### src/hw/rtl/dq_pkg.sv
// Shared constants, request codes and controller/datapath types for the deque.
package dq_pkg;

  localparam int unsigned DEPTH_DEFAULT = 64;
  localparam int unsigned VALUE_W       = 32;
  localparam int unsigned REQ_W         = 3;
  localparam int unsigned INDEX_W       = 6;
  localparam int unsigned COUNT_W       = 7;
  localparam int unsigned STATUS_W      = 2;
  localparam int unsigned S_TDATA_W     = 40;
  localparam int unsigned M_TDATA_W     = 40;

  // Request codes carried in the slave tuser
  localparam logic [REQ_W-1:0] REQ_PUSH_BACK  = 3'd0;
  localparam logic [REQ_W-1:0] REQ_PUSH_FRONT = 3'd1;
  localparam logic [REQ_W-1:0] REQ_POP_BACK   = 3'd2;
  localparam logic [REQ_W-1:0] REQ_POP_FRONT  = 3'd3;
  localparam logic [REQ_W-1:0] REQ_READ       = 3'd4;
  localparam logic [REQ_W-1:0] REQ_REVERSE    = 3'd5;

  // Result status codes carried in the master tuser
  localparam logic [STATUS_W-1:0] ST_OK    = 2'd0;
  localparam logic [STATUS_W-1:0] ST_FULL  = 2'd1;
  localparam logic [STATUS_W-1:0] ST_EMPTY = 2'd2;
  localparam logic [STATUS_W-1:0] ST_RANGE = 2'd3;

  // Physical operations on the ring; "hi" is the end past the last slot
  typedef enum logic [2:0] {
    OP_NOP,
    OP_PUSH_HI,
    OP_PUSH_LO,
    OP_POP_HI,
    OP_POP_LO,
    OP_READ,
    OP_REVERSE
  } dq_op_e;

  typedef struct packed {
    logic                load;
    dq_op_e              op;
    logic [STATUS_W-1:0] status;
  } dq_cmd_t;

  typedef struct packed {
    logic full;
    logic empty;
    logic idx_bad;
    logic rev;
  } dq_stat_t;

endpackage

### src/hw/rtl/dq_ram.sv
// Generic single-write, single-read RAM with registered read data.
module dq_ram #(
  parameter int unsigned WIDTH = 32,
  parameter int unsigned DEPTH = 64
) (
  input  logic                     clk_i,
  input  logic                     we_i,
  input  logic [$clog2(DEPTH)-1:0] waddr_i,
  input  logic [WIDTH-1:0]         wdata_i,
  input  logic                     re_i,
  input  logic [$clog2(DEPTH)-1:0] raddr_i,
  output logic [WIDTH-1:0]         rdata_o
);

  logic [WIDTH-1:0] mem_q [DEPTH];
  logic [WIDTH-1:0] rdata_q;

  always_ff @(posedge clk_i) begin
    if (we_i) begin
      mem_q[waddr_i] <= wdata_i;
    end
    if (re_i) begin
      rdata_q <= mem_q[raddr_i];
    end
  end

  assign rdata_o = rdata_q;

endmodule

### src/hw/rtl/dq_ctrl.sv
// Deque controller: request handshake, output hold state and operation decode.
module dq_ctrl
  import dq_pkg::*;
(
  input  logic             clk_i,
  input  logic             rst_ni,
  input  logic             in_valid_i,
  output logic             in_ready_o,
  input  logic [REQ_W-1:0] req_type_i,
  output logic             out_valid_o,
  input  logic             out_ready_i,
  input  dq_stat_t         stat_i,
  output dq_cmd_t          cmd_o
);

  localparam logic [0:0] OUT_IDLE = 1'b0;
  localparam logic [0:0] OUT_HOLD = 1'b1;

  logic [0:0] state_q, state_d;
  logic       accept;

  // Take a new request whenever the result slot is free or being drained
  assign in_ready_o  = (state_q == OUT_IDLE) || out_ready_i;
  assign accept      = in_valid_i && in_ready_o;
  assign out_valid_o = (state_q == OUT_HOLD);

  always_comb begin
    state_d = state_q;
    unique case (state_q)
      OUT_IDLE: begin
        if (accept) state_d = OUT_HOLD;
      end
      OUT_HOLD: begin
        if (out_ready_i && !accept) state_d = OUT_IDLE;
      end
      default: state_d = OUT_IDLE;
    endcase
  end

  always_ff @(posedge clk_i or negedge rst_ni) begin
    if (!rst_ni) begin
      state_q <= OUT_IDLE;
    end else begin
      state_q <= state_d;
    end
  end

  // Map logical request to a physical ring operation; reverse swaps the ends
  always_comb begin
    cmd_o.load   = accept;
    cmd_o.op     = OP_NOP;
    cmd_o.status = ST_OK;
    unique case (req_type_i)
      REQ_PUSH_BACK, REQ_PUSH_FRONT: begin
        if (stat_i.full) begin
          cmd_o.status = ST_FULL;
        end else if ((req_type_i == REQ_PUSH_BACK) != stat_i.rev) begin
          cmd_o.op = OP_PUSH_HI;
        end else begin
          cmd_o.op = OP_PUSH_LO;
        end
      end
      REQ_POP_BACK, REQ_POP_FRONT: begin
        if (stat_i.empty) begin
          cmd_o.status = ST_EMPTY;
        end else if ((req_type_i == REQ_POP_BACK) != stat_i.rev) begin
          cmd_o.op = OP_POP_HI;
        end else begin
          cmd_o.op = OP_POP_LO;
        end
      end
      REQ_READ: begin
        if (stat_i.idx_bad) begin
          cmd_o.status = ST_RANGE;
        end else begin
          cmd_o.op = OP_READ;
        end
      end
      REQ_REVERSE: cmd_o.op = OP_REVERSE;
      default:     cmd_o.op = OP_NOP;
    endcase
    if (!accept) begin
      cmd_o.op = OP_NOP;
    end
  end

endmodule

### src/hw/rtl/dq_datapath.sv
// Deque datapath: ring pointers, entry count, reverse flag, store and result registers.
module dq_datapath
  import dq_pkg::*;
#(
  parameter int unsigned DEPTH = DEPTH_DEFAULT
) (
  input  logic                clk_i,
  input  logic                rst_ni,
  input  dq_cmd_t             cmd_i,
  input  logic [VALUE_W-1:0]  push_value_i,
  input  logic [INDEX_W-1:0]  read_index_i,
  output dq_stat_t            stat_o,
  output logic [VALUE_W-1:0]  read_value_o,
  output logic [COUNT_W-1:0]  entry_count_o,
  output logic [STATUS_W-1:0] status_o
);

  localparam int unsigned AW = $clog2(DEPTH);
  localparam int unsigned CW = $clog2(DEPTH + 1);
  localparam int unsigned EW = (CW > COUNT_W) ? CW : COUNT_W;
  localparam logic [AW:0]   DepthW = (AW + 1)'(DEPTH);
  localparam logic [CW-1:0] DepthC = CW'(DEPTH);

  logic [AW-1:0]       front_q, front_d;
  logic [CW-1:0]       count_q, count_d;
  logic                rev_q, rev_d;
  logic                rd_ok_q;
  logic [EW-1:0]       count_q_ext, count_d_ext, idx_ext, off_ext;
  logic [AW-1:0]       front_dec, hi_slot, rd_slot;
  logic                ram_we, ram_re;
  logic [AW-1:0]       ram_waddr;
  logic [VALUE_W-1:0]  ram_rdata;
  logic [COUNT_W-1:0]  out_count_q;
  logic [STATUS_W-1:0] out_status_q;

  function automatic logic [AW-1:0] slot_add(input logic [AW-1:0] a, input logic [AW-1:0] b);
    logic [AW:0] s;
    s = {1'b0, a} + {1'b0, b};
    if (s >= DepthW) s = s - DepthW;
    return s[AW-1:0];
  endfunction

  assign count_q_ext = EW'(count_q);
  assign count_d_ext = EW'(count_d);
  assign idx_ext     = EW'(read_index_i);

  assign stat_o.full    = (count_q == DepthC);
  assign stat_o.empty   = (count_q == '0);
  assign stat_o.idx_bad = (idx_ext >= count_q_ext);
  assign stat_o.rev     = rev_q;

  // Reversed reads count back from the high end
  assign off_ext   = rev_q ? (count_q_ext - EW'(1) - idx_ext) : idx_ext;
  assign rd_slot   = slot_add(front_q, off_ext[AW-1:0]);
  assign hi_slot   = slot_add(front_q, count_q[AW-1:0]);
  assign front_dec = (front_q == '0) ? AW'(DEPTH - 1) : (front_q - AW'(1));

  assign ram_we    = (cmd_i.op == OP_PUSH_HI) || (cmd_i.op == OP_PUSH_LO);
  assign ram_waddr = (cmd_i.op == OP_PUSH_LO) ? front_dec : hi_slot;
  assign ram_re    = (cmd_i.op == OP_READ);

  always_comb begin
    front_d = front_q;
    count_d = count_q;
    rev_d   = rev_q;
    unique case (cmd_i.op)
      OP_PUSH_HI: count_d = count_q + CW'(1);
      OP_PUSH_LO: begin
        front_d = front_dec;
        count_d = count_q + CW'(1);
      end
      OP_POP_HI:  count_d = count_q - CW'(1);
      OP_POP_LO: begin
        front_d = slot_add(front_q, AW'(1));
        count_d = count_q - CW'(1);
      end
      OP_REVERSE: rev_d = ~rev_q;
      OP_NOP, OP_READ: ;
      default: ;
    endcase
  end

  always_ff @(posedge clk_i or negedge rst_ni) begin
    if (!rst_ni) begin
      front_q <= '0;
      count_q <= '0;
      rev_q   <= 1'b0;
      rd_ok_q <= 1'b0;
    end else begin
      front_q <= front_d;
      count_q <= count_d;
      rev_q   <= rev_d;
      if (cmd_i.load) begin
        rd_ok_q <= ram_re;
      end
    end
  end

  always_ff @(posedge clk_i) begin
    if (cmd_i.load) begin
      out_count_q  <= count_d_ext[COUNT_W-1:0];
      out_status_q <= cmd_i.status;
    end
  end

  dq_ram #(
    .WIDTH (VALUE_W),
    .DEPTH (DEPTH)
  ) u_ram (
    .clk_i   (clk_i),
    .we_i    (ram_we),
    .waddr_i (ram_waddr),
    .wdata_i (push_value_i),
    .re_i    (ram_re),
    .raddr_i (rd_slot),
    .rdata_o (ram_rdata)
  );

  assign read_value_o  = rd_ok_q ? ram_rdata : '0;
  assign entry_count_o = out_count_q;
  assign status_o      = out_status_q;

`ifndef SYNTHESIS
  a_count_bound: assert property (@(posedge clk_i) disable iff (!rst_ni)
    count_q <= DepthC)
    else $error("entry count exceeds capacity");

  a_push_grows: assert property (@(posedge clk_i) disable iff (!rst_ni)
    (cmd_i.op == OP_PUSH_HI || cmd_i.op == OP_PUSH_LO) |=>
      count_q == $past(count_q) + CW'(1))
    else $error("push did not add one entry");

  a_pop_shrinks: assert property (@(posedge clk_i) disable iff (!rst_ni)
    (cmd_i.op == OP_POP_HI || cmd_i.op == OP_POP_LO) |=>
      count_q == $past(count_q) - CW'(1))
    else $error("pop did not remove one entry");

  a_reject_holds: assert property (@(posedge clk_i) disable iff (!rst_ni)
    (cmd_i.load && cmd_i.status != ST_OK) |-> (!ram_we && count_d == count_q
      && front_d == front_q))
    else $error("rejected request changed the queue");
`endif

endmodule

### src/hw/rtl/double_ended_queue.sv
// Top level of the bounded double-ended queue with stream request and result channels.
//
// Usage:
//   Each request enters on the slave stream: tuser carries the request type
//   (push back, push front, pop back, pop front, read at index, reverse),
//   tdata carries the push value and the read index. Every request gives
//   exactly one result on the master stream: tdata carries the read value
//   and the entry count after the request, tuser the status (ok, full,
//   empty, index out of range). Rejected requests change nothing.
//   Latency: a result is valid the cycle after its request is accepted.
//   Throughput: one request per cycle while the receiver takes results; the
//   ring store has one write and one read port, used by pushes and by reads.
//   Reverse toggles a flag that swaps the ends and the index direction.
//   When the receiver stalls, the result holds in the output register and
//   tready stays high only while that register is being drained.
//   Reset empties the queue and clears the reverse flag at once; the store
//   itself is not cleared and is only read at entries already pushed.
module double_ended_queue
  import dq_pkg::*;
#(
  parameter int unsigned DEPTH = DEPTH_DEFAULT
) (
  input  logic                 clk_i,
  input  logic                 rst_ni,
  input  logic                 s_axis_tvalid,
  output logic                 s_axis_tready,
  // push_value [31:0], read_index [37:32], zero pad [39:38]
  input  logic [S_TDATA_W-1:0] s_axis_tdata,
  // req_type [2:0]
  input  logic [REQ_W-1:0]     s_axis_tuser,
  output logic                 m_axis_tvalid,
  input  logic                 m_axis_tready,
  // read_value [31:0], entry_count [38:32], zero pad [39]
  output logic [M_TDATA_W-1:0] m_axis_tdata,
  // status [1:0]
  output logic [STATUS_W-1:0]  m_axis_tuser
);

  dq_cmd_t             cmd;
  dq_stat_t            stat;
  logic [VALUE_W-1:0]  read_value;
  logic [COUNT_W-1:0]  entry_count;

  // Decode requests and hold the result handshake
  dq_ctrl u_ctrl (
    .clk_i       (clk_i),
    .rst_ni      (rst_ni),
    .in_valid_i  (s_axis_tvalid),
    .in_ready_o  (s_axis_tready),
    .req_type_i  (s_axis_tuser),
    .out_valid_o (m_axis_tvalid),
    .out_ready_i (m_axis_tready),
    .stat_i      (stat),
    .cmd_o       (cmd)
  );

  // Ring pointers, count, store and result registers
  dq_datapath #(
    .DEPTH (DEPTH)
  ) u_datapath (
    .clk_i         (clk_i),
    .rst_ni        (rst_ni),
    .cmd_i         (cmd),
    .push_value_i  (s_axis_tdata[VALUE_W-1:0]),
    .read_index_i  (s_axis_tdata[VALUE_W+INDEX_W-1:VALUE_W]),
    .stat_o        (stat),
    .read_value_o  (read_value),
    .entry_count_o (entry_count),
    .status_o      (m_axis_tuser)
  );

  // Pack the result fields, lowest field first, zero-fill to whole bytes
  assign m_axis_tdata = {{(M_TDATA_W - VALUE_W - COUNT_W){1'b0}}, entry_count, read_value};

endmodule

### config.mk
export PLATFORM = sky130hd
export DESIGN_NAME = double_ended_queue
export DESIGN_NICKNAME = d
export VERILOG_FILES = /design/src/hw/rtl/dq_pkg.sv /design/src/hw/rtl/dq_ram.sv /design/src/hw/rtl/dq_ctrl.sv /design/src/hw/rtl/dq_datapath.sv /design/src/hw/rtl/double_ended_queue.sv
export SDC_FILE = /design/constraint.sdc
export NUM_CORES = 2
export LEC_CHECK = 0
export BUFFER_PORTS_ARGS = -buffer_cell sky130_fd_sc_hd__buf_4
export CORE_MARGIN = 5
export CORE_UTILIZATION = 40
export CTS_CLUSTER_SIZE = 12
export DETAILED_ROUTE_END_ITERATION = 10
export GPL_ROUTABILITY_DRIVEN = 0
export PLACE_DENSITY_LB_ADDON = 0.12
export SLEW_MARGIN = 15
export SYNTH_ARGS = -nofsm -noshare
export SYNTH_HDL_FRONTEND = slang
export SYNTH_HIERARCHICAL = 1
export SYNTH_SLANG_ARGS = --single-unit
### constraint.sdc
create_clock -name clk_i -period 7 [get_ports clk_i]
set_input_delay 0.35 -clock clk_i [delete_from_list [all_inputs] [get_ports clk_i]]
set_output_delay 0.35 -clock clk_i [all_outputs]
set_load 0.02 [all_outputs]
==> results.cfg <==
[setup_path]
cp-start-kind = flip-flop
path_class = reg -> reg
reg2reg_to = u_datapath/u_ram/mem_q[63][3]
slowest_delay_ps = 1050
worstPathArrival_ps = 6550
crit_path_top_delay_cell = nor2_4
reg2reg_from = u_datapath/count_q[0]
path_cells = ha_1 > nand2b_1 > a21o_1 > a21o_1 > a21oi_1 > o221ai_1 > nor3b_1 > o311a_1 > nor3b_1 > buf_4 > o21ai_1 > nand3_1 > nor2_4 > buf_4
worstSetupEndpointType = flip-flop
critPathMaxFanout = 17
r2r_cells = 14
required_ps = 7530
reg2reg_slack_ps = 980

[cts]
cts_tree = done
cts-htree-levels = 4
clk_latency_ps = 850
clock-sinks = 2105
numCtsBuffers = 215
ctsHoldBuffers = 15
cts.clk_slew.worst_paths_ps = 60
clockRootBuffer = clkbuf_16
cts_resized = 0
clk_path_buf_depth = 3
cts_setup_buffers = 0

[timing]
fin_crit_sh_pct = 86.0
clock.fmax_mhz = 166
slew_viol_final = 0
tns_ps = 0
max_slew_margin_pct = 26.7
tightestPinTransition_ps = 1100
grt_setup_unrepaired = false
finalHoldViolCount = 0
finalSetupViolations = 0
period_minus_slack_ps = 6020
hold_ws_ps = 49.2
fin_skew_ps = 40.8

[routing]
drcViolationCount = 0
vias_per_cell = 5.67
num_vias = 38340
drt_iter0_markers = 3275
wl_mm = 214
dr.pass1.iters = 7
antenna_left = 0
wl_per_cell_um = 31.6

[flow_run]
drv_cap = 0

[synth]
synth-edff-count = 2089
synth.avg_cell_area_sq_um = 22.4
synth_top_flop_cell = edfxtp_1
synth_area_leader_cell = edfxtp_1
ys_seq_area_share_pct = 77.5
yosysWarnings = 6
synth_cells = 3635
synth-seq-cells = 2105
synth_area_leaders = edfxtp_1 (77%), mux4_2 (15%), mux2i_1 (1.2%)
syn_nets = 3712
synthArstFlopShare_pct = 0.760
syn-cell-area_sq_um = 81500
synth_top_cell_area_share_pct = 77.0
synth_cell_types = 65

[global_routing]
grt_max_degree = 68
grt_pass1_vias = 38971
grt_use_total_pct = 20.2
grt_pass1_wl_mm = 304
gr-total-overflow = 0
antenna_found_initial = 3

[floorplanning]
fp-row-count = 165
coreArea_sq_um = 202000
start_util_pct = 40.3
ios = 91
die_width_um = 461
die_area_sq_um = 213000
die_h_um = 461

[cells_and_area]
regArea_sq_um = 63100
final_common_cell = edfxtp_1
multi_input_area_sq_um = 17800
fillers = 16804
final_cell_mix = edfxtp_1 (2089), mux4_2 (544), buf_4 (235)
syn_to_final_growth_pct = 14.3
final_layout_size_suffix_gt1_share_pct = 28.0
final_nets = 4003
final_cells = 6762

[place]
dp.cells = 6366
numPortBuffers = 87
place_hpwl_mm = 123

[hold_path]
hold_depth = 1
hold_end = u_datapath/u_ram/mem_q[40][11]
hold_path.class = in -> reg
worstHoldStart = s_axis_tdata[11]

[status]
status = complete, no violations
## worst max-delay path: cells and delay by family, from the launching register on
family	cells	cell delay [ps]
adders and majority gates	1	330
buffers and inverters	2	550
and+or+nand+nor	5	2390
AOI/OAI and AO/OA	6	1920
DFF	1	480
## stage by stage
stage | util, % | cell area [sq um] | worst slack (ps)
after global routing | 46.0 | 93100 | 716
after CTS | 46.0 | 93100 | 1080
after floorplan | - | 81500 | 1100
after global placement | 42.8 | 86600 | 1140
final | 46.0 | 93100 | 979
after detailed placement | 42.8 | 86600 | 1130
## how the worst max path moves through the flow
stage	startpoint	endpoint	depth (start not counted)	slack, ps
2_1_floorplan	u_datapath/count_q[0]	u_datapath/u_ram/mem_q[49][0]	15	1100
3_3_place_gp	s_axis_tdata[32]	u_datapath/u_ram/mem_q[63][8]	16	1140
3_5_place_dp	u_datapath/count_q[0]	u_datapath/u_ram/mem_q[63][8]	14	1130
4_1_cts	u_datapath/count_q[0]	u_datapath/u_ram/mem_q[63][4]	14	1080
5_1_grt	u_datapath/count_q[0]	u_datapath/u_ram/mem_q[63][4]	14	720
6_report	u_datapath/count_q[0]	u_datapath/u_ram/mem_q[63][3]	14	980
## registers in the layout, indices dropped and copies added (netlist names)
register,count
u_datapath/u_ram/mem_q,2048
u_ctrl/out_valid_o,1
u_datapath/count_q,7
u_datapath/status_o,2
u_datapath/entry_count_o,7
u_datapath/rd_ok_q,1
u_datapath/rev_q,1
u_datapath/front_q,6
u_datapath/u_ram/rdata_o,32
## logic make-up after synthesis
family          share of synthesized area, %
fa+ha+maj                              0.488
other cells                          0.00460
flops                                   77.5
simple gates                            1.97
buf+inv                                 1.31
compound gates                          2.22
mux                                     16.2
xor+xnor                               0.269
## routing by layer
metal  GRT usage [%]  wire, um  vias to the layer above
met5               0         0                        -
met4            4.46      4160                        0
met3            3.32     10900                      254
met2            32.9    104000                      990
met1            29.0     94900                    21110
li1                -         -                    15986
## synth_stat cells, types with 19 or more instances
library cell	n
a21oi_1	77
and2_1	36
buf_1	21
buf_2	58
buf_4	28
clkbuf_1	89
edfxtp_1	2089
ha_1	27
inv_1	22
mux2i_1	96
mux4_2	544
nand2_1	41
nor2_1	156
o221ai_1	28
o22ai_1	88
xnor2_1	19
## cell type report
class	count	share of cell area, %
clock buffer	292	6.18
multi-input combinational	1306	19.1
sequential	2105	67.8
antenna	3	0.00806
inverter	22	0.0887
timing repair buffer	276	2.61
tap	2672	3.59
clock inverter	86	0.614
Power is not shown: default switching activity piles up to over one toggle a cycle in this logic, so the estimate is an artifact.
